==> src/hw/rtl/sm3_pkg.sv <==
// ----------------------------------------------------------------------------
// SM3 package
// Shared constants, types and round helper functions of the SM3 block.
// ----------------------------------------------------------------------------
package sm3_pkg;

	localparam int WordW = 32;
	localparam int BlockWords = 16;
	localparam int Rounds = 64;
	localparam int QueueDepth = 4;

	localparam logic [WordW-1:0] Iv [8] = '{
		32'h7380166f, 32'h4914b2b9, 32'h172442d7, 32'hda8a0600,
		32'ha96f30bc, 32'h163138aa, 32'he38dee4d, 32'hb0fb0e4e
	};
	localparam logic [WordW-1:0] TconstLo = 32'h79cc4519;
	localparam logic [WordW-1:0] TconstHi = 32'h7a879d8a;

	// One classified word handed from the front to the back.
	typedef struct packed {
		logic [WordW-1:0] word;
		logic             start;
		logic             block_end;
		logic             final_blk;
	} sm3_cmd_t;

	typedef enum logic [1:0] {
		ST_LOAD,
		ST_ROUND,
		ST_FOLD,
		ST_EMIT
	} sm3_state_t;

	function automatic logic [WordW-1:0] rotl(input logic [WordW-1:0] x,
			input logic [4:0] n);
		logic [2*WordW-1:0] d;
		d = {x, x} << n;
		return d[2*WordW-1:WordW];
	endfunction

	function automatic logic [WordW-1:0] perm0(input logic [WordW-1:0] x);
		return x ^ rotl(x, 5'd9) ^ rotl(x, 5'd17);
	endfunction

	function automatic logic [WordW-1:0] perm1(input logic [WordW-1:0] x);
		return x ^ rotl(x, 5'd15) ^ rotl(x, 5'd23);
	endfunction

endpackage

==> src/hw/rtl/sm3_front.sv <==
// ----------------------------------------------------------------------------
// SM3 front end
// Accepts message words, counts position within the block and marks the
// word that completes a block.
// ----------------------------------------------------------------------------
module sm3_front (
	input  logic              clk,
	input  logic              arst_n,
	input  logic              in_valid,
	output logic              in_ready,
	input  logic [31:0]       in_word,
	input  logic              in_start,
	input  logic              in_final,
	output logic              cmd_valid,
	input  logic              cmd_ready,
	output sm3_pkg::sm3_cmd_t cmd
);
	import sm3_pkg::*;

	logic [3:0] count_q;
	logic [3:0] pos;

	assign in_ready  = cmd_ready;
	assign cmd_valid = in_valid;
	assign pos       = in_start ? 4'd0 : count_q;

	assign cmd.word      = in_word;
	assign cmd.start     = in_start;
	assign cmd.block_end = (pos == 4'd15);
	assign cmd.final_blk = in_final;

	always_ff @(posedge clk or negedge arst_n) begin
		if (!arst_n) begin
			count_q <= '0;
		end else if (in_valid && cmd_ready) begin
			count_q <= pos + 4'd1;
		end
	end

endmodule

==> src/hw/rtl/sm3_queue.sv <==
// ----------------------------------------------------------------------------
// SM3 command queue
// Small FIFO between the front end and the compression engine.
// ----------------------------------------------------------------------------
module sm3_queue #(
	parameter int Depth = sm3_pkg::QueueDepth
) (
	input  logic              clk,
	input  logic              arst_n,
	input  logic              wr_valid,
	output logic              wr_ready,
	input  sm3_pkg::sm3_cmd_t wr_data,
	output logic              rd_valid,
	input  logic              rd_ready,
	output sm3_pkg::sm3_cmd_t rd_data
);
	import sm3_pkg::*;

	localparam int AW = (Depth > 1) ? $clog2(Depth) : 1;

	sm3_cmd_t        mem_q [Depth];
	logic [AW-1:0]   wp_q, rp_q;
	logic [AW:0]     cnt_q;
	logic            push, pop;

	assign wr_ready = (cnt_q != AW'(0) + (AW+1)'(Depth));
	assign rd_valid = (cnt_q != '0);
	assign rd_data  = mem_q[rp_q];
	assign push     = wr_valid && wr_ready;
	assign pop      = rd_valid && rd_ready;

	always_ff @(posedge clk) begin
		if (push) begin
			mem_q[wp_q] <= wr_data;
		end
	end

	always_ff @(posedge clk or negedge arst_n) begin
		if (!arst_n) begin
			wp_q  <= '0;
			rp_q  <= '0;
			cnt_q <= '0;
		end else begin
			if (push) begin
				wp_q <= (wp_q == AW'(Depth - 1)) ? '0 : wp_q + AW'(1);
			end
			if (pop) begin
				rp_q <= (rp_q == AW'(Depth - 1)) ? '0 : rp_q + AW'(1);
			end
			cnt_q <= cnt_q + (AW+1)'(push) - (AW+1)'(pop);
		end
	end

endmodule

==> src/hw/rtl/sm3_engine.sv <==
// ----------------------------------------------------------------------------
// SM3 compression engine
// Buffers a block, runs 64 rounds with a 16-word message window, folds
// into the chaining value and emits the digest on final blocks.
// ----------------------------------------------------------------------------
module sm3_engine (
	input  logic                     clk,
	input  logic                     arst_n,
	input  logic                     cmd_valid,
	output logic                     cmd_ready,
	input  sm3_pkg::sm3_cmd_t        cmd,
	output logic                     out_valid,
	input  logic                     out_ready,
	output logic [31:0]              out_word,
	output logic [2:0]               out_index,
	output logic                     out_last
);
	import sm3_pkg::*;

	sm3_state_t       state_q, state_d;
	logic [31:0]      cv_q [8];
	logic [31:0]      win_q [16];
	logic [31:0]      a_q, b_q, c_q, d_q, e_q, f_q, g_q, h_q;
	logic [5:0]       rnd_q;
	logic [2:0]       idx_q;
	logic             fin_q;
	logic             take;

	// Round datapath.
	logic [31:0] tj, a12, ss1, ss2, tt1, tt2, ffv, ggv, wn, wj, wpj;
	always_comb begin
		tj  = rotl((rnd_q < 6'd16) ? TconstLo : TconstHi, rnd_q[4:0]);
		a12 = rotl(a_q, 5'd12);
		ss1 = rotl(a12 + e_q + tj, 5'd7);
		ss2 = ss1 ^ a12;
		if (rnd_q < 6'd16) begin
			ffv = a_q ^ b_q ^ c_q;
			ggv = e_q ^ f_q ^ g_q;
		end else begin
			ffv = (a_q & b_q) | (a_q & c_q) | (b_q & c_q);
			ggv = (e_q & f_q) | (~e_q & g_q);
		end
		wj  = win_q[0];
		wpj = win_q[0] ^ win_q[4];
		tt1 = ffv + d_q + ss2 + wpj;
		tt2 = ggv + h_q + ss1 + wj;
		wn  = perm1(win_q[0] ^ win_q[7] ^ rotl(win_q[13], 5'd15))
			^ rotl(win_q[3], 5'd7) ^ win_q[10];
	end

	assign cmd_ready = (state_q == ST_LOAD);
	assign take      = cmd_valid && cmd_ready;
	assign out_valid = (state_q == ST_EMIT);
	assign out_word  = cv_q[idx_q];
	assign out_index = idx_q;
	assign out_last  = (idx_q == 3'd7);

	always_comb begin
		state_d = state_q;
		unique case (state_q)
			ST_LOAD:  if (take && cmd.block_end) state_d = ST_ROUND;
			ST_ROUND: if (rnd_q == 6'(Rounds - 1)) state_d = ST_FOLD;
			ST_FOLD:  state_d = fin_q ? ST_EMIT : ST_LOAD;
			ST_EMIT:  if (out_ready && idx_q == 3'd7) state_d = ST_LOAD;
			default:  state_d = ST_LOAD;
		endcase
	end

	always_ff @(posedge clk or negedge arst_n) begin
		if (!arst_n) begin
			state_q <= ST_LOAD;
			rnd_q   <= '0;
			idx_q   <= '0;
			fin_q   <= 1'b0;
			for (int i = 0; i < 8; i++) cv_q[i] <= Iv[i];
		end else begin
			state_q <= state_d;
			case (state_q)
				ST_LOAD: begin
					if (take) begin
						if (cmd.start) begin
							for (int i = 0; i < 8; i++) cv_q[i] <= Iv[i];
						end
						fin_q <= cmd.final_blk;
						rnd_q <= '0;
						idx_q <= '0;
					end
				end
				ST_ROUND: rnd_q <= rnd_q + 6'd1;
				ST_FOLD: begin
					cv_q[0] <= cv_q[0] ^ a_q;
					cv_q[1] <= cv_q[1] ^ b_q;
					cv_q[2] <= cv_q[2] ^ c_q;
					cv_q[3] <= cv_q[3] ^ d_q;
					cv_q[4] <= cv_q[4] ^ e_q;
					cv_q[5] <= cv_q[5] ^ f_q;
					cv_q[6] <= cv_q[6] ^ g_q;
					cv_q[7] <= cv_q[7] ^ h_q;
				end
				ST_EMIT: if (out_ready) idx_q <= idx_q + 3'd1;
				default: ;
			endcase
		end
	end

	// Message window and working registers carry no reset.
	always_ff @(posedge clk) begin
		if (take) begin
			for (int i = 0; i < 15; i++) win_q[i] <= win_q[i+1];
			win_q[15] <= cmd.word;
			if (cmd.block_end) begin
				// Start flag on the closing word means a fresh IV for this block.
				a_q <= cmd.start ? Iv[0] : cv_q[0];
				b_q <= cmd.start ? Iv[1] : cv_q[1];
				c_q <= cmd.start ? Iv[2] : cv_q[2];
				d_q <= cmd.start ? Iv[3] : cv_q[3];
				e_q <= cmd.start ? Iv[4] : cv_q[4];
				f_q <= cmd.start ? Iv[5] : cv_q[5];
				g_q <= cmd.start ? Iv[6] : cv_q[6];
				h_q <= cmd.start ? Iv[7] : cv_q[7];
			end
		end else if (state_q == ST_ROUND) begin
			for (int i = 0; i < 15; i++) win_q[i] <= win_q[i+1];
			win_q[15] <= wn;
			d_q <= c_q;
			c_q <= rotl(b_q, 5'd9);
			b_q <= a_q;
			a_q <= tt1;
			h_q <= g_q;
			g_q <= rotl(f_q, 5'd19);
			f_q <= e_q;
			e_q <= perm0(tt2);
		end
	end

endmodule

==> src/hw/rtl/sm3_hash_compression.sv <==
// ----------------------------------------------------------------------------
// SM3 hash compression
// Streams padded message words in and digest words out.
// ----------------------------------------------------------------------------
// Usage: the s_axis channel takes one 32-bit message word per item, with
// tuser carrying the start flag (bit 0) and the final-block flag (bit 1).
// The first word of a message must carry the start flag so that the
// chaining value is loaded with the standard IV; the final flag is read
// on the sixteenth word of a block only. Words enter a front counter that
// marks the block-closing word and pass through a four-entry queue, so
// words keep flowing while the engine is busy until the queue fills.
// The engine takes one word per cycle while collecting and words are
// queued, then runs the rounds (one round per cycle in a single shared
// round unit) and the fold, taking no words meanwhile. A final block
// then offers eight digest items on m_axis, index 0 first, tlast on
// index 7, one per cycle while m_axis_tready is high; a stall there
// simply holds the current item. Reset clears all control state and
// loads the IV.
// ----------------------------------------------------------------------------
module sm3_hash_compression #(
	parameter int QueueDepth = sm3_pkg::QueueDepth
) (
	input  logic        clk,
	input  logic        arst_n,
	input  logic        s_axis_tvalid,
	output logic        s_axis_tready,
	input  logic [31:0] s_axis_tdata,   // [31:0] message_word
	input  logic [1:0]  s_axis_tuser,   // [0] start_message, [1] final_block
	output logic        m_axis_tvalid,
	input  logic        m_axis_tready,
	output logic [39:0] m_axis_tdata,   // [31:0] digest_word, [34:32] digest_index
	output logic        m_axis_tlast    // digest_last
);
	import sm3_pkg::*;

	sm3_cmd_t    f_cmd, q_cmd;
	logic        f_valid, f_ready, q_valid, q_ready;
	logic [31:0] dword;
	logic [2:0]  didx;

	sm3_front u_front (
		.clk(clk), .arst_n(arst_n),
		.in_valid(s_axis_tvalid), .in_ready(s_axis_tready),
		.in_word(s_axis_tdata), .in_start(s_axis_tuser[0]),
		.in_final(s_axis_tuser[1]),
		.cmd_valid(f_valid), .cmd_ready(f_ready), .cmd(f_cmd)
	);

	sm3_queue #(.Depth(QueueDepth)) u_queue (
		.clk(clk), .arst_n(arst_n),
		.wr_valid(f_valid), .wr_ready(f_ready), .wr_data(f_cmd),
		.rd_valid(q_valid), .rd_ready(q_ready), .rd_data(q_cmd)
	);

	sm3_engine u_engine (
		.clk(clk), .arst_n(arst_n),
		.cmd_valid(q_valid), .cmd_ready(q_ready), .cmd(q_cmd),
		.out_valid(m_axis_tvalid), .out_ready(m_axis_tready),
		.out_word(dword), .out_index(didx), .out_last(m_axis_tlast)
	);

	assign m_axis_tdata = {5'd0, didx, dword};

	// The last digest item always carries index seven.
	assert property (@(posedge clk) disable iff (!arst_n)
		m_axis_tvalid && m_axis_tlast |-> m_axis_tdata[34:32] == 3'd7)
		else $error("tlast on a digest item other than the eighth");

	// Digest index steps by one after each taken non-last item.
	assert property (@(posedge clk) disable iff (!arst_n)
		m_axis_tvalid && m_axis_tready && !m_axis_tlast
		|=> m_axis_tvalid && m_axis_tdata[34:32] == $past(m_axis_tdata[34:32]) + 3'd1)
		else $error("digest index did not advance");

	// The engine takes no word from the queue while digest items are being delivered.
	assert property (@(posedge clk) disable iff (!arst_n)
		m_axis_tvalid |-> !q_ready)
		else $error("engine took a word during digest output");

endmodule
==> config.mk <==
export PLATFORM = sky130hd
export DESIGN_NAME = sm3_hash_compression
export DESIGN_NICKNAME = d
export VERILOG_FILES = /design/src/hw/rtl/sm3_pkg.sv /design/src/hw/rtl/sm3_front.sv /design/src/hw/rtl/sm3_queue.sv /design/src/hw/rtl/sm3_engine.sv /design/src/hw/rtl/sm3_hash_compression.sv
export SDC_FILE = /design/constraint.sdc
export NUM_CORES = 2
export LEC_CHECK = 0
export ABC_AREA = 1
export BUFFER_PORTS_ARGS = -buffer_cell sky130_fd_sc_hd__buf_4
export CAP_MARGIN = 20
export CORE_MARGIN = 3
export CORE_UTILIZATION = 55
export CTS_CLUSTER_DIAMETER = 60
export DETAILED_ROUTE_END_ITERATION = 7
export HOLD_SLACK_MARGIN = 0.06
export PLACE_DENSITY = 0.8
export SYNTH_ARGS = -nofsm -noshare
export SYNTH_HDL_FRONTEND = slang
export SYNTH_SLANG_ARGS = --single-unit
==> constraint.sdc <==
create_clock -name clk -period 12.1 [get_ports clk]
set_clock_uncertainty 0.05 [all_clocks]
set_input_delay 1.21 -clock clk [delete_from_list [all_inputs] [get_ports clk]]
set_output_delay 1.21 -clock clk [all_outputs]
set_load 0.01 [all_outputs]
==> results by group <==
Outcome
  • Status: finished with violations
  • Failing checks: DRC

Synthesis
  • Number of flops mapped to enable cells by yosys: 908
  • Post-synth ARST share: 23.5%
  • Synthesis warning total: 0
  • Synthesized flop and latch total: 1,187
  • Post-Syn Area per Cell: 10.5 um2
  • Top_reg_cell synth: edfxtp_1
  • Register area share after synthesis: 55.4%
  • Syn Inst Count: 5,936
  • Synth unique cells: 65
  • Post-synthesis cell area: 0.0620 mm2

Setup path
  • WP data arrival: 9.45 ns
  • Worst Setup End Kind: register
  • Worst-path fanout max: 40
  • Slowest stage delay, CP: 0.63 ns
  • Crit path top cell by count: nand2_1
  • CP Launch Type: register
  • Cell count of the worst reg-to-reg path: 43
  • Critical Path RT: 12.57 ns
  • Slowest stage cell, crit path: nor2_8
  • CP Class: reg -> reg

Global route
  • GR Overflow Total: 0
  • Antenna violations before repair: 4
  • First-pass GRT wire length: 306,000 um
  • Pin count of the biggest net entering global routing: 211
  • Gr usage total: 36.1%
  • Vias in the first global route: 45,500

Routing
  • DRT antenna net count: 0
  • Total Routed Length: 212,000 um
  • Post-DR wirelength/cell: 28.0 um
  • DRC: 16
  • DR vias/cell: 6.26
  • DRT iter0 DRCs: 6,735
  • Vias: 47,300
  • Pre-Repair DR Iteration Count: 8

CTS
  • Post-CTS Setup Repair Bufs: 0
  • CTS Sinks: 1,187
  • Number of buffers created by CTS: 130
  • Worst skew pair latency: 0.78 ns
  • Clock Pin Slew Worst Setup and Hold Paths: 0.06 ns
  • Post-CTS Resized: 0
  • H-tree levels: 4
  • Root buffer cell: clkbuf_16
  • CTS Hold Bufs: 0
  • Max Buffers Root-to-Sink: 3
  • CTS tree: built

Timing
  • RSZ-0062 raised after global routing: no
  • Final setup viols: 0
  • Hold Fails Final Rpt: 0
  • Pins over their slew limit: 0
  • Worst-Margin Slew: 1.27 ns
  • Worst rel slew slack: 15.5%
  • Minimum clock period after layout: 8.97 ns
  • TNS Setup: 0 ns
  • Final period util: 74.2%
  • Fmax: 0.111 GHz

Die
  • Total core area: 0.111 mm2
  • # rows: 122
  • Die Area: 0.117 mm2
  • IO Count: 81
  • Starting Density: 55.8%
  • Die height: 342 um
  • Die span in x: 342 um

Finish
  • Fillers: 8,577
  • Area delta synth->final: 10.6%
  • Layout cell share with drive strength beyond 1: 9.07%
  • NumNets Final: 6,292

Worst hold path
  • Tightest Hold Check Type: reg -> reg
  • WHS Path Cells: 0

Flow run
  • Max cap viols: 0

Placed design
  • Dpl hpwl: 150,000 um
  • # port buffers: 75
  • GPL Wtd Cong: 1.06
layout by cell type, fill, tap and decap left out, drive strengths merged, types with 14 or more instances in the layout:
master,synthesis,routed
a221oi,29,29
clkinv,2,47
ha,108,108
clkbuf,145,167
xnor2,163,163
nand3b,38,38
edfxtp,908,908
a22oi,78,78
a31oi,36,36
dfstp,119,119
nand2,793,793
xor2,209,209
nor3,20,20
o21ai,630,630
a21oi,368,368
nor2,232,232
or2,18,18
fa,189,189
buf,104,133
mux2i,36,36
o22ai,193,193
o21bai,14,14
nand3,457,457
nand4,18,18
dfrtp,160,160
inv,814,825
path summary, 6_finish.rpt:
| kind | startpoint | end | slack [ns] |
|---|---|---|---|
| min in group asynchronous | arst_n | u_engine.cv_q[25] | 0.49 |
| worst max register to register | u_engine.rnd_q[4] | u_engine.a_q[23] | 3.13 |
| worst max-delay path | u_engine.rnd_q[4] | u_engine.a_q[23] | 3.13 |
| worst min register to register | u_engine.win_q[0][211] | u_engine.win_q[0][179] | 0.35 |
| max in group asynchronous | arst_n | u_queue.cnt_q[1] | 9.16 |
| worst min-delay path | u_engine.win_q[0][211] | u_engine.win_q[0][179] | 0.35 |
through the flow:
step | setup slack [ns] | instances | hold WS [ns] | area [um2] | util, %
after floorplan | 4.16 | 5940 | 0.350 | 62100 | -
after global placement | 3.34 | 7306 | 0.350 | 64000 | 57.5
after detailed placement | 3.21 | 7307 | 0.355 | 64000 | 57.5
after CTS | 3.21 | 7547 | 0.352 | 68500 | 61.5
final | 3.13 | 7555 | 0.352 | 68600 | 61.6
after global routing | 2.41 | 7553 | 0.359 | 68600 | 61.6
cell usage after synthesis (5+ instances only):
master | n | area share (%)
fa_1 | 189 | 6.1
xor2_1 | 208 | 2.9
nor2_2 | 7 | 0.071
a21oi_2 | 5 | 0.071
o22ai_1 | 193 | 1.9
inv_1 | 803 | 4.9
inv_2 | 10 | 0.061
a32o_1 | 7 | 0.11
nand3b_1 | 38 | 0.46
nand4_1 | 18 | 0.18
a31oi_1 | 36 | 0.36
o21bai_1 | 14 | 0.17
a22oi_1 | 77 | 0.93
nor3_1 | 18 | 0.15
a21oi_1 | 363 | 2.9
dfstp_2 | 119 | 5.0
nor2_1 | 223 | 1.3
nand2_1 | 774 | 4.7
xnor2_1 | 161 | 2.3
clkbuf_1 | 143 | 0.87
nand3_1 | 453 | 3.7
buf_4 | 8 | 0.097
or2_2 | 16 | 0.16
buf_1 | 27 | 0.16
edfxtp_1 | 908 | 44
a21o_1 | 6 | 0.073
nand2_2 | 19 | 0.19
o21a_1 | 9 | 0.11
o21ai_1 | 28 | 0.23
dfrtp_1 | 160 | 6.5
mux2i_1 | 36 | 0.58
a221oi_1 | 29 | 0.41
o211ai_1 | 6 | 0.073
buf_2 | 68 | 0.55
o21ai_0 | 601 | 4.8
ha_1 | 108 | 2.2
cells by family after synthesis:
logic type	share of synthesized area, %
other	0.00604
buffers and inverters	6.65
adder cells (fa/ha/maj)	8.28
AND/OR/NAND/NOR	11.2
flip-flops	55.4
multiplexers	0.581
XOR/XNOR	5.40
AO/OA/AOI/OAI	12.5
worst max-delay path: cells and delay by family, from the launching register on:
kind                     cells  cell delay, ns
adder cells (fa/ha/maj)      8            3.08
AND/OR/NAND/NOR             19            2.47
buffers and inverters        7            0.74
AO/OA/AOI/OAI                9            1.95
flip-flops                   1            0.44
per-layer routing:
layer | part of all wire [%] | vias to the layer above | GRT usage [%]
met2 | 43 | 3277 | 53.0
met4 | 8.0 | 4 | 24.2
met1 | 36 | 22900 | 47.0
met3 | 12 | 675 | 10.2
met5 | 0.011 | - | 0
li1 | - | 20500 | -
flip-flops by register name (all words and copies together) (netlist names), 3 cells and up:
signal,count
u_engine.cv_q,256
u_queue.cnt_q,3
u_engine.c_q,32
u_engine.b_q,32
u_engine.f_q,32
u_engine.h_q,32
u_engine.g_q,32
u_engine.out_index,3
u_engine.win_q,512
u_engine.e_q,32
u_front.count_q,4
u_engine.rnd_q,6
u_engine.d_q,32
u_queue.mem_q,140
u_engine.a_q,32
cell type report:
class / instances / area (um2) / share of cell area, %
flip-flops and latches: 1187 / 34400 / 50.2
clock buffers: 166 / 3540 / 5.16
clock inverters: 74 / 932 / 1.36
repair buffers: 134 / 1130 / 1.65
well taps: 1488 / 1860 / 2.71
multi-input cells: 3688 / 23600 / 34.5
diodes: 2 / 5.00 / 0.00730
inverters: 816 / 3090 / 4.50
Power is left out: the tool's default activity adds up to more than one toggle a clock period on the data nets, which glitch-free logic cannot reach.
